--- config.mk ---
export PLATFORM = sky130hd
export DESIGN_NAME = query_slot_ring_manager_unit
export DESIGN_NICKNAME = d
export VERILOG_FILES = /design/src/design/qsrm_pkg.sv /design/src/design/qsrm_ctrl.sv /design/src/design/qsrm_datapath.sv /design/src/design/query_slot_ring_manager_unit.sv
export SDC_FILE = /design/constraint.sdc
export NUM_CORES = 1
export LEC_CHECK = 0
export BUFFER_PORTS_ARGS = -buffer_cell sky130_fd_sc_hd__buf_2
export CORE_ASPECT_RATIO = 1.75
export CORE_MARGIN = 5
export CORE_UTILIZATION = 50
export CTS_CLUSTER_SIZE = 16
export DETAILED_ROUTE_END_ITERATION = 10
export PLACE_DENSITY = 0.74
export RECOVER_POWER = 25
export SYNTH_ARGS = -nofsm -noshare
export SYNTH_HDL_FRONTEND = slang
export SYNTH_SLANG_ARGS = --single-unit
--- constraint.sdc ---
create_clock -name clk -period 4.6 [get_ports clk]
set_clock_uncertainty 0.05 [all_clocks]
set_input_delay 0.23 -clock clk [delete_from_list [all_inputs] [get_ports clk]]
set_output_delay 0.23 -clock clk [all_outputs]
set_load 0.005 [all_outputs]
--- src/design/qsrm_pkg.sv ---
// Shared widths, result codes and types of the query slot ring manager.
`timescale 1ns / 1ps

package qsrm_pkg;

  // Ring geometry.
  localparam int SLOTS  = 256;
  localparam int PTR_W  = $clog2(SLOTS);
  localparam int SLOT_W = 8;
  localparam int REM_W  = 16;
  localparam int PAY_W  = 64;

  // Result kind codes.
  localparam logic [1:0] KIND_FWD  = 2'd0;
  localparam logic [1:0] KIND_NEW  = 2'd1;
  localparam logic [1:0] KIND_HALT = 2'd2;

  // One input request as seen by the datapath.
  typedef struct packed {
    logic              old_valid;
    logic [REM_W-1:0]  old_remain;
    logic [SLOT_W-1:0] old_slot;
    logic              old_tail;
    logic              old_end;
    logic [PAY_W-1:0]  old_payload;
    logic [1:0]        new_count;
    logic [PAY_W-1:0]  first_new_payload;
    logic              first_new_end;
    logic [PAY_W-1:0]  second_new_payload;
    logic              second_new_end;
  } in_item_t;

  // One result, without its position marker.
  typedef struct packed {
    logic [1:0]        kind;
    logic [REM_W-1:0]  remain;
    logic [SLOT_W-1:0] slot;
    logic              tail;
    logic [PAY_W-1:0]  payload;
    logic              end_mark;
  } result_t;

  // Commands from the controller to the datapath.
  typedef struct packed {
    logic accept;
    logic sel_first;
  } ctl_cmd_t;

  // Status from the datapath, valid in the cycle of a request.
  typedef struct packed {
    logic halt;
    logic two;
    logic none;
  } dp_stat_t;

endpackage

--- src/design/qsrm_ctrl.sv ---
// Controller state machine: accepts requests and sequences the result strobes.
`timescale 1ns / 1ps

module qsrm_ctrl import qsrm_pkg::*; (
  input  logic     clk,
  input  logic     rst_n,
  input  logic     start,
  input  dp_stat_t stat,
  output ctl_cmd_t cmd,
  output logic     busy,
  output logic     out_valid,
  output logic     out_last_of_run
);

  typedef enum logic [4:0] {
    ST_IDLE       = 5'b00001,
    ST_EMIT_FIRST = 5'b00010,
    ST_EMIT_LAST  = 5'b00100,
    ST_EMIT_HALT  = 5'b01000,
    ST_HALTED     = 5'b10000
  } state_t;

  state_t state_r, state_nxt;

  // Requests are taken only when idle; once halted they are ignored.
  assign busy = (state_r == ST_EMIT_FIRST) || (state_r == ST_EMIT_LAST) ||
                (state_r == ST_EMIT_HALT);
  assign cmd.accept    = start && (state_r == ST_IDLE);
  assign cmd.sel_first = (state_r == ST_EMIT_FIRST);
  assign out_valid       = busy;
  assign out_last_of_run = (state_r == ST_EMIT_LAST) || (state_r == ST_EMIT_HALT);

  // Next state.
  always_comb begin
    state_nxt = state_r;
    unique case (state_r)
      ST_IDLE: begin
        if (cmd.accept) begin
          if (stat.halt)      state_nxt = ST_EMIT_HALT;
          else if (stat.two)  state_nxt = ST_EMIT_FIRST;
          else if (!stat.none) state_nxt = ST_EMIT_LAST;
        end
      end
      ST_EMIT_FIRST: state_nxt = ST_EMIT_LAST;
      ST_EMIT_LAST:  state_nxt = ST_IDLE;
      ST_EMIT_HALT:  state_nxt = ST_HALTED;
      ST_HALTED:     state_nxt = ST_HALTED;
      default:       state_nxt = ST_IDLE;
    endcase
  end

  // State register.
  always_ff @(posedge clk) begin
    if (!rst_n) begin
      state_r <= ST_IDLE;
    end else begin
      state_r <= state_nxt;
    end
  end

  // A first result is always followed by the last one.
  a_first_then_last: assert property (@(posedge clk) disable iff (!rst_n)
    state_r == ST_EMIT_FIRST |=> state_r == ST_EMIT_LAST)
    else $error("first result not followed by last result");

  // Halting is permanent until reset.
  a_halt_sticky: assert property (@(posedge clk) disable iff (!rst_n)
    state_r == ST_HALTED |=> state_r == ST_HALTED && !out_valid)
    else $error("block left the halted state");

  // No request is taken while results are being delivered.
  a_no_accept_busy: assert property (@(posedge clk) disable iff (!rst_n)
    cmd.accept |-> !out_valid)
    else $error("request accepted during result delivery");

endmodule

--- src/design/qsrm_datapath.sv ---
// Datapath: slot busy bits, insert pointer and the two result registers.
`timescale 1ns / 1ps

module qsrm_datapath import qsrm_pkg::*; (
  input  logic     clk,
  input  logic     rst_n,
  input  in_item_t item,
  input  ctl_cmd_t cmd,
  output dp_stat_t stat,
  output result_t  res
);

  localparam logic [SLOT_W:0] SLOT_LIMIT = (SLOT_W+1)'(SLOTS);
  localparam logic [PTR_W-1:0] PTR_LAST  = PTR_W'(SLOTS - 1);

  logic [SLOTS-1:0] busy_r, busy_nxt;
  logic [PTR_W-1:0] ptr_r, ptr_nxt;
  result_t          first_r, first_nxt;
  result_t          last_r, last_nxt;

  logic             have0, have1;
  logic             fin, halt, handover, free_slot, fwd, ins, busy_eff;
  logic [PTR_W-1:0] old_idx;
  result_t          old_res, ins_res, halt_res;

  // Decode the returning query and the offers.
  always_comb begin
    have0     = (item.new_count != 2'd0);
    have1     = item.new_count[1];
    old_idx   = item.old_slot[PTR_W-1:0];
    fin       = item.old_valid && (item.old_remain == '0);
    halt      = fin && item.old_end;
    handover  = fin && !item.old_end && have0;
    free_slot = fin && !item.old_end && !have0 &&
                ({1'b0, item.old_slot} < SLOT_LIMIT);
    fwd       = item.old_valid && (item.old_remain != '0);
    // A slot freed in this request is free for insertion too.
    busy_eff  = busy_r[ptr_r] && !(free_slot && (old_idx == ptr_r));
    ins       = !halt && !busy_eff && (handover ? have1 : have0);
  end

  // Candidate results.
  always_comb begin
    if (handover) begin
      old_res.kind     = KIND_NEW;
      old_res.remain   = '0;
      old_res.slot     = item.old_slot;
      old_res.tail     = item.first_new_end;
      old_res.payload  = item.first_new_payload;
      old_res.end_mark = 1'b0;
    end else begin
      old_res.kind     = KIND_FWD;
      old_res.remain   = item.old_remain;
      old_res.slot     = item.old_slot;
      old_res.tail     = item.old_tail;
      old_res.payload  = item.old_payload;
      old_res.end_mark = (item.old_remain == REM_W'(1)) && item.old_tail;
    end
    ins_res.kind     = KIND_NEW;
    ins_res.remain   = '0;
    ins_res.slot     = SLOT_W'(ptr_r);
    ins_res.tail     = handover ? item.second_new_end : item.first_new_end;
    ins_res.payload  = handover ? item.second_new_payload : item.first_new_payload;
    ins_res.end_mark = 1'b0;
    halt_res         = '0;
    halt_res.kind    = KIND_HALT;
  end

  // Status for the controller.
  assign stat.halt = halt;
  assign stat.two  = (fwd || handover) && ins;
  assign stat.none = !(fwd || handover) && !ins;

  // Result placement and ring state update.
  always_comb begin
    first_nxt = first_r;
    last_nxt  = last_r;
    busy_nxt  = busy_r;
    ptr_nxt   = ptr_r;
    if (cmd.accept) begin
      if (halt) begin
        last_nxt = halt_res;
      end else begin
        first_nxt = old_res;
        last_nxt  = ins ? ins_res : old_res;
        if (free_slot) busy_nxt[old_idx] = 1'b0;
        if (ins) begin
          busy_nxt[ptr_r] = 1'b1;
          ptr_nxt = (ptr_r == PTR_LAST) ? '0 : ptr_r + 1'b1;
        end
      end
    end
  end

  // Control state with reset.
  always_ff @(posedge clk) begin
    if (!rst_n) begin
      busy_r <= '0;
      ptr_r  <= '0;
    end else begin
      busy_r <= busy_nxt;
      ptr_r  <= ptr_nxt;
    end
  end

  // Result registers.
  always_ff @(posedge clk) begin
    first_r <= first_nxt;
    last_r  <= last_nxt;
  end

  assign res = cmd.sel_first ? first_r : last_r;

  // The pointer only moves on a request that inserts.
  a_ptr_stable: assert property (@(posedge clk) disable iff (!rst_n)
    !cmd.accept |=> $stable(ptr_r) && $stable(busy_r))
    else $error("ring state changed without a request");

  // An insertion leaves its slot marked busy.
  a_ins_busy: assert property (@(posedge clk) disable iff (!rst_n)
    cmd.accept && ins |=> busy_r[$past(ptr_r)])
    else $error("inserted slot not marked busy");

endmodule

--- src/design/query_slot_ring_manager_unit.sv ---
// Top level of the query slot ring manager: controller plus datapath.
// The first result is strobed in the cycle after the request is taken.
// A request yields zero to two results, which the controller delivers from the two
// result registers one per cycle; no new request is taken until the last is out.
// The receiver cannot stall; each result is on the ports for one cycle only.
// Reset (synchronous, rst_n low) frees every slot, zeroes the pointer, clears halt.
`timescale 1ns / 1ps

module query_slot_ring_manager_unit import qsrm_pkg::*; (
  input  logic              clk,
  input  logic              rst_n,
  input  logic              start,
  output logic              busy,
  input  logic              in_old_valid,
  input  logic [REM_W-1:0]  in_old_remain,
  input  logic [SLOT_W-1:0] in_old_slot,
  input  logic              in_old_tail,
  input  logic              in_old_end,
  input  logic [PAY_W-1:0]  in_old_payload,
  input  logic [1:0]        in_new_count,
  input  logic [PAY_W-1:0]  in_first_new_payload,
  input  logic              in_first_new_end,
  input  logic [PAY_W-1:0]  in_second_new_payload,
  input  logic              in_second_new_end,
  output logic              out_valid,
  output logic [1:0]        out_kind,
  output logic [REM_W-1:0]  out_remain,
  output logic [SLOT_W-1:0] out_slot,
  output logic              out_tail,
  output logic [PAY_W-1:0]  out_payload,
  output logic              out_end,
  output logic              out_last_of_run
);

  in_item_t item;
  ctl_cmd_t cmd;
  dp_stat_t stat;
  result_t  res;

  // Gather the request fields.
  always_comb begin
    item.old_valid          = in_old_valid;
    item.old_remain         = in_old_remain;
    item.old_slot           = in_old_slot;
    item.old_tail           = in_old_tail;
    item.old_end            = in_old_end;
    item.old_payload        = in_old_payload;
    item.new_count          = in_new_count;
    item.first_new_payload  = in_first_new_payload;
    item.first_new_end      = in_first_new_end;
    item.second_new_payload = in_second_new_payload;
    item.second_new_end     = in_second_new_end;
  end

  qsrm_ctrl u_ctrl (
    .clk             (clk),
    .rst_n           (rst_n),
    .start           (start),
    .stat            (stat),
    .cmd             (cmd),
    .busy            (busy),
    .out_valid       (out_valid),
    .out_last_of_run (out_last_of_run)
  );

  qsrm_datapath u_dp (
    .clk   (clk),
    .rst_n (rst_n),
    .item  (item),
    .cmd   (cmd),
    .stat  (stat),
    .res   (res)
  );

  // Result fields.
  assign out_kind    = res.kind;
  assign out_remain  = res.remain;
  assign out_slot    = res.slot;
  assign out_tail    = res.tail;
  assign out_payload = res.payload;
  assign out_end     = res.end_mark;

endmodule
; Word level (Yosys, flattened, before mapping)
; Cells that the tools add are included.
[classes]
add_sub_neg = 1
mul = 0
div_mod_pow = 0
magnitude_cmp = 4
n_eq_ne = 10
shift = 0
mux = 22
n_bitwise = 4
reduce_logical = 35
[op_table]
columns = operator, n
row1 = $mux W256, 4
row2 = $and A256 B256 Y256, 1
row3 = $not A256 Y256, 1
row4 = $or A256 B256 Y256, 1
row5 = $mux W91, 2
row6 = $mux W92, 1
row7 = $mux W64, 1
row8 = $mux W5, 4
row9 = $lt A8 B9 Y1 const B, 2
row10 = $demux W1 S8, 2
row11 = $eq A16 B1 Y1 const B, 1
row12 = $ge A8 B1 Y1 const B, 2
row13 = $logic_and A1 B1 Y1, 16
row14 = $logic_not A16 Y1, 1
row15 = $reduce_bool A16 Y1, 1
row16 = $pmux W5 S3, 1
row17 = $add A8 B1 Y8 const B, 1
row18 = $bmux W1 S8, 1
row19 = $eq A8 B8 Y1, 1
row20 = $eq A8 B8 Y1 const B, 1
row21 = $mux W8, 1
row22 = $logic_not A1 Y1, 7
row23 = $eq A5 B1 Y1 const B, 1
row24 = $eq A5 B2 Y1 const B, 1
row25 = other kinds (12), 21
[totals]
ff_bits = 453
latchBits = 0
mem_bits_rw = 0
rom_bits = 0
output_inout_bits = 95
elab_cells = 91
n_memories = 0

; Depth between registers and ports, before layout
[depth]
depth_word = 17
depth_mapped = 16

; Hierarchy
; A second synthesis with hierarchy kept.
[hier_totals]
cells_unflattened = 1988
area_unflattened_um2 = 22434.0
[modules_own_cells]
columns = mod, instances, cells_each, area_each_um2, seq_area_each_um2
row1 = qsrm_datapath, 1, 1962, 22173.8, 10780.3
row2 = qsrm_ctrl, 1, 26, 260.2, 100.1

; Worst setup path before layout
; Ideal clock, no wire load.
[synth_timing]
path_type = register -> register
from = register u_ctrl.state_r[3]
to = register u_dp.ptr_r[5]
setup_time_ps = 87
arrival_ps = 4869
slack_ps = -406
path_stages_with_launch = 10
n_path_buf = 3
synth_period_minus_slack_ps = 5006
path_cell_list = dfxtp_1 -> clkbuf_1 -> nor2_1 -> and3_1 -> nand2_1 -> nor2_1 -> clkbuf_1 -> buf_1 -> nand2_1 -> o21ai_0
[synth_via]
elab_chain_cells = 3
[synth_rtl]
columns = item, line_no
row1 = "start, declared", qsrm_ctrl.sv:23  ; state_t state_r, state_nxt;
row2 = "start signal, assigned", qsrm_ctrl.sv:57  ; state_r <= state_nxt;
row3 = $eq A5 B1 Y1, qsrm_ctrl.sv:28  ; assign cmd.accept = start && (state_r == ST_IDLE);
row4 = $logic_and A1 B1 Y1, qsrm_ctrl.sv:28
row5 = $reduce_and A3 Y1 (no source line), n/a
row6 = "end signal, assigned", qsrm_datapath.sv:102  ; ptr_r <= ptr_nxt;
row7 = "end, declared", qsrm_datapath.sv:17  ; logic [PTR_W-1:0] ptr_r, ptr_nxt;
; No other way between the ends.
; A chain may end at the register's enable or synchronous reset.

; Final worst setup path
[layout_timing]
from = register u_dp.ptr_r[0]
to = register u_dp.busy_r[144]
[layout_via]
elab_chain_cells = 8
word_cells_on_any_way = 16
[layout_rtl]
columns = item, line_no
row1 = "parallel branches: the longest is 7 deep, another holds $bmux W1 S8", n/a
row2 = $mux W256 (*), qsrm_datapath.sv:87  ; if (ins) begin
row3 = "end signal, assigned", qsrm_datapath.sv:101  ; busy_r <= busy_nxt;
row4 = "end, declared", qsrm_datapath.sv:16  ; logic [SLOTS-1:0] busy_r, busy_nxt;
; Mark *: on every way between the ends. The select of a mux whose other input is x is not followed.

==> impl_metrics.py <==
metrics = {
    "status": {
        "result_of_the_run": "finished with violations",
        "failed_checks": "capacitance limit, slew limit",
    },
    "logic_synthesis": {
        "syn_avg_cell_area_sq_um": 11.1,
        "synthSimpleGateAreaFrac_pct": 7.10,
        "yosys.area_share.xor_xnor_pct": 0.122,
        "main_combinational_cell_family_by_area_after_synthesis": "multiplexers",
        "synth_fa_ha_area_share_pct": 0.232,
        "synthesis.area_sq_um": 21600,
        "synthCells": 1941,
        "synth-seq-cells": 452,
        "synth-compound-area-share_pct": 18.8,
        "synth_edf_count": 183,
        "yosysWarnings": 0,
        "async_flop_share_pct": 0,
        "synth_top_flop_cell": "sky130_fd_sc_hd__dfxtp_1",
        "post_synth_mux_area_share_pct": 19.1,
        "synthDistinctLibCells": 58,
        "syn_nets": 2171,
        "synth_seq_area_share_pct": 50.4,
    },
    "worst_setup_path": {
        "crit_path_max_fanout": 32,
        "reg2reg_depth": 10,
        "timing.rr.end": "u_dp.busy_r[144]",
        "worst_r2r_startpoint": "u_dp.ptr_r[0]",
        "path_class": "reg -> reg",
        "critPathLaunch": "u_dp.ptr_r[0]",
        "cp.arrival_ns": 4.49,
        "timing.reg2reg.setup_slack_ns": 0.50,
        "startpoint_type": "register",
        "worstPathRequired_ns": 4.99,
        "worstSetupEndpointType": "register",
        "worst_setup_path_endpoint": "u_dp.busy_r[144]",
    },
    "pwr": {
        "power.share.sequential_pct": 47.8,
        "power_switching_share_pct": 25.0,
        "switching_power_mw": 2.44,
        "power_per_cell_area_nw_per_um2": 369,
        "internal_power_mw": 7.33,
        "worst_ir_drop_vdd_mv": 0.213,
        "power.share.clock_pct": 37.1,
        "finalPower_mw": 9.77,
        "power_frac_comb_pct": 15.1,
        "leakagePower_nw": 9.11,
    },
    "routing": {
        "postRouteAntennaNets": 0,
        "vias_per_cell": 6.40,
        "drc_errors": 0,
        "routed_wl_mm": 72.0,
        "vias": 18600,
        "dr.first_iter.drc_count": 1839,
        "first_pass_iters": 6,
        "routedWlPerCell_um": 24.8,
    },
    "sta": {
        "setup_total_negative_slack_ns": 0,
        "max_freq_mhz": 244,
        "final_critical_path_time_including_i_o_delays_and_setup_ns": 4.10,
        "period_share_pct": 89.1,
        "setup_viol": 0,
        "worst_slew_pin_slew_ns": 2.81,
        "report.final.hold_viol_count": 0,
        "final-max-slew-violation-count": 168,
        "rsz0062_at_grt": "false",
        "slew-limit-headroom_pct": -87.1,
    },
    "global_route": {
        "grt_first_pass_wirelength_mm": 110,
        "grtUsageTotal_pct": 29.0,
        "number_of_antenna_violations_at_the_first_check_in_global_routing": 2,
        "first_global_vias": 19100,
        "maximum_number_of_pins_on_one_net_before_global_route_repair": 160,
        "globalRoute.totalOverflow": 0,
    },
    "clocking": {
        "hold_buffers": 142,
        "cts_buffers": 40,
        "cts-root-to-sink-buffers": 3,
        "clock_transition_at_path_regs_ns": 0.07,
        "clock_sink_count": 452,
        "clk-insertion-delay-late_ns": 0.55,
        "clk_root_buffer_cell": "sky130_fd_sc_hd__clkbuf_16",
        "post_cts.repair.setup_buffers": 0,
        "cts_tree": "built",
        "post_cts_resize_count": 0,
        "cts_max_level": 2,
    },
    "floorplanning": {
        "die_x_um": 167,
        "fp.dieH_um": 285,
        "core.rowCount": 100,
        "floorplan.initialDensity_pct": 50.6,
        "die_outline_area_sq_um": 47600,
        "pin_count": 321,
        "core_sq_um": 42700,
    },
    "place": {
        "detailed_place.area_sq_um": 23700,
        "placement.io_buffers": 320,
        "detailedPlacementHpwl_mm": 48.7,
        "finalWeightedCongestion": 1.02,
    },
    "layout": {
        "fin_nets": 2546,
        "final_area_sq_um": 26500,
        "syn_to_final_growth_pct": 22.5,
        "proportion_of_layout_cells_with_a_drive_suffix_above_1_pct": 28.1,
    },
    "flow_run": {
        "max_cap_viol_count": 3,
    },
    "hold_path": {
        "worst_hold_path_type": "in -> reg",
        "worstHoldPathCells": 2,
    },
}
power groups by stage:
stage               Clock [mW]  Combinational, mW  Sequential [mW]
floorplan                    0              0.851             4.71
global placement             0               1.34             4.72
detailed placement           0               1.37             4.74
CTS                       3.67               1.47             4.65
global route              3.82               1.58             4.69
finish                    3.62               1.47             4.67
placed cells by master (no fill, tap or decap), types with 43 or more instances in the layout:
master and instances:
sky130_fd_sc_hd__buf_2 281, sky130_fd_sc_hd__dfxtp_1 266, sky130_fd_sc_hd__o21ai_0 265, sky130_fd_sc_hd__o211ai_1 257, sky130_fd_sc_hd__edfxtp_1 183, sky130_fd_sc_hd__mux2_2 163, sky130_fd_sc_hd__dlygate4sd3_1 142, sky130_fd_sc_hd__nand2_1 110
sky130_fd_sc_hd__nor2_1 100, sky130_fd_sc_hd__mux2i_1 81, sky130_fd_sc_hd__a211oi_1 67, sky130_fd_sc_hd__mux4_2 66, sky130_fd_sc_hd__buf_4 59, sky130_fd_sc_hd__clkbuf_1 47, sky130_fd_sc_hd__clkbuf_16 43
per-layer routing:
metal | share of wire, % | vias to the layer above | global-route usage [%]
met5 | 0 | - | 0
met4 | 7.6 | 0 | 19.7
met3 | 7.5 | 323 | 5.10
met2 | 52 | 1086 | 52.4
met1 | 33 | 8969 | 30.4
li1 | - | 8244 | -
worst min path at each step:
| stage | startpoint | to | slack (ns) |
|---|---|---|---|
| after floorplan | in_old_slot[0] | u_dp.first_r[66] | 0.28 |
| after global placement | in_old_remain[10] | u_dp.first_r[84] | 0.38 |
| after detailed placement | in_old_remain[10] | u_dp.first_r[84] | 0.38 |
| after CTS | in_first_new_payload[29] | u_dp.first_r[30] | 0.002 |
| after global routing | in_first_new_payload[27] | u_dp.first_r[28] | 0.01 |
| final | in_first_new_payload[29] | u_dp.first_r[30] | 0.02 |
cells by family after synthesis:
group,Yosys count
AOI/OAI and AO/OA,630
xor gates and xnor gates,3
adders and majority gates,4
buffers and inverters,209
DFF,452
muxes,310
and+or+nand+nor,333
synthesized netlist by cell type, types with 2 or more instances:
| master | n | area, sq um |
|---|---|---|
| sky130_fd_sc_hd__o21ai_0 | 265 | 1330 |
| sky130_fd_sc_hd__inv_2 | 2 | 7.51 |
| sky130_fd_sc_hd__a311o_1 | 2 | 20.0 |
| sky130_fd_sc_hd__buf_1 | 5 | 18.8 |
| sky130_fd_sc_hd__a22oi_1 | 2 | 15.0 |
| sky130_fd_sc_hd__and3_1 | 23 | 144 |
| sky130_fd_sc_hd__xnor2_1 | 2 | 17.5 |
| sky130_fd_sc_hd__nor3b_1 | 2 | 15.0 |
| sky130_fd_sc_hd__nor3_1 | 18 | 90.1 |
| sky130_fd_sc_hd__nor2_1 | 101 | 379 |
| sky130_fd_sc_hd__ha_1 | 4 | 50.1 |
| sky130_fd_sc_hd__o32ai_1 | 3 | 26.3 |
| sky130_fd_sc_hd__a31o_2 | 2 | 17.5 |
| sky130_fd_sc_hd__and4_1 | 2 | 17.5 |
| sky130_fd_sc_hd__nor2b_1 | 6 | 37.5 |
| sky130_fd_sc_hd__a21oi_1 | 10 | 50.1 |
| sky130_fd_sc_hd__buf_6 | 10 | 113 |
| sky130_fd_sc_hd__buf_4 | 6 | 45.0 |
| sky130_fd_sc_hd__mux2i_1 | 81 | 811 |
| sky130_fd_sc_hd__nor4_1 | 6 | 37.5 |
| sky130_fd_sc_hd__and2_1 | 9 | 56.3 |
| sky130_fd_sc_hd__nand2b_1 | 8 | 50.1 |
| sky130_fd_sc_hd__a31oi_1 | 2 | 12.5 |
| sky130_fd_sc_hd__a211oi_1 | 67 | 503 |
| sky130_fd_sc_hd__a221oi_1 | 2 | 17.5 |
| sky130_fd_sc_hd__nand2_1 | 111 | 417 |
| sky130_fd_sc_hd__nand4_1 | 19 | 119 |
| sky130_fd_sc_hd__o22ai_1 | 5 | 31.3 |
| sky130_fd_sc_hd__o2111ai_1 | 2 | 17.5 |
| sky130_fd_sc_hd__mux4_2 | 66 | 1490 |
| sky130_fd_sc_hd__edfxtp_1 | 183 | 5500 |
| sky130_fd_sc_hd__mux2_2 | 163 | 1840 |
| sky130_fd_sc_hd__nand3b_1 | 2 | 15.0 |
| sky130_fd_sc_hd__inv_1 | 8 | 30.0 |
| sky130_fd_sc_hd__or4_1 | 4 | 30.0 |
| sky130_fd_sc_hd__buf_2 | 25 | 125 |
| sky130_fd_sc_hd__o211ai_1 | 257 | 1930 |
| sky130_fd_sc_hd__clkbuf_1 | 152 | 571 |
| sky130_fd_sc_hd__dfxtp_1 | 269 | 5390 |
| sky130_fd_sc_hd__nand3_1 | 14 | 70.1 |
| sky130_fd_sc_hd__or3_1 | 4 | 25.0 |
flip-flops by register name, summed over array words and instances, names as in the netlist:
| register | cells |
|---|---|
| u_dp.ptr_r | 8 |
| u_dp.first_r | 91 |
| u_ctrl.state_r | 5 |
| u_dp.busy_r | 256 |
| u_dp.last_r | 92 |
worst max-delay path: stages, from the launching register on:
cell and delay (ns):
sky130_fd_sc_hd__dfxtp_2 0.63, sky130_fd_sc_hd__buf_4 0.35, sky130_fd_sc_hd__mux4_2 0.53, sky130_fd_sc_hd__mux4_2 0.50, sky130_fd_sc_hd__nand2_1 0.10, sky130_fd_sc_hd__a211o_1 0.25, sky130_fd_sc_hd__and4_1 0.28, sky130_fd_sc_hd__a31o_4 0.35
sky130_fd_sc_hd__nand4_1 0.34, sky130_fd_sc_hd__buf_4 0.40, sky130_fd_sc_hd__o21ai_0 0.19
area by class of cell:
type	count	area (sq um)
Antenna cell	2	5.00
Sequential cell	452	10900
Multi-Input combinational cell	1280	9840
Inverter	11	41.3
Fill cell	3287	16200
Clock inverter	18	284
Tap cell	561	702
Clock buffer	53	1120
Timing Repair Buffer	531	3600
stage by stage:
step                      instances  worst slack, ns  utilization [%]  hold WS (ns)
after floorplan                1941             1.03                -         0.279
after global placement         2693            0.868             55.6         0.383
after detailed placement       2693            0.746             55.6         0.383
after CTS                      2906            0.718             62.2       0.00158
after global routing           2908            0.285             62.0        0.0122
final                          2908            0.502             62.0        0.0215
Power figures use the tool's default switching activity.
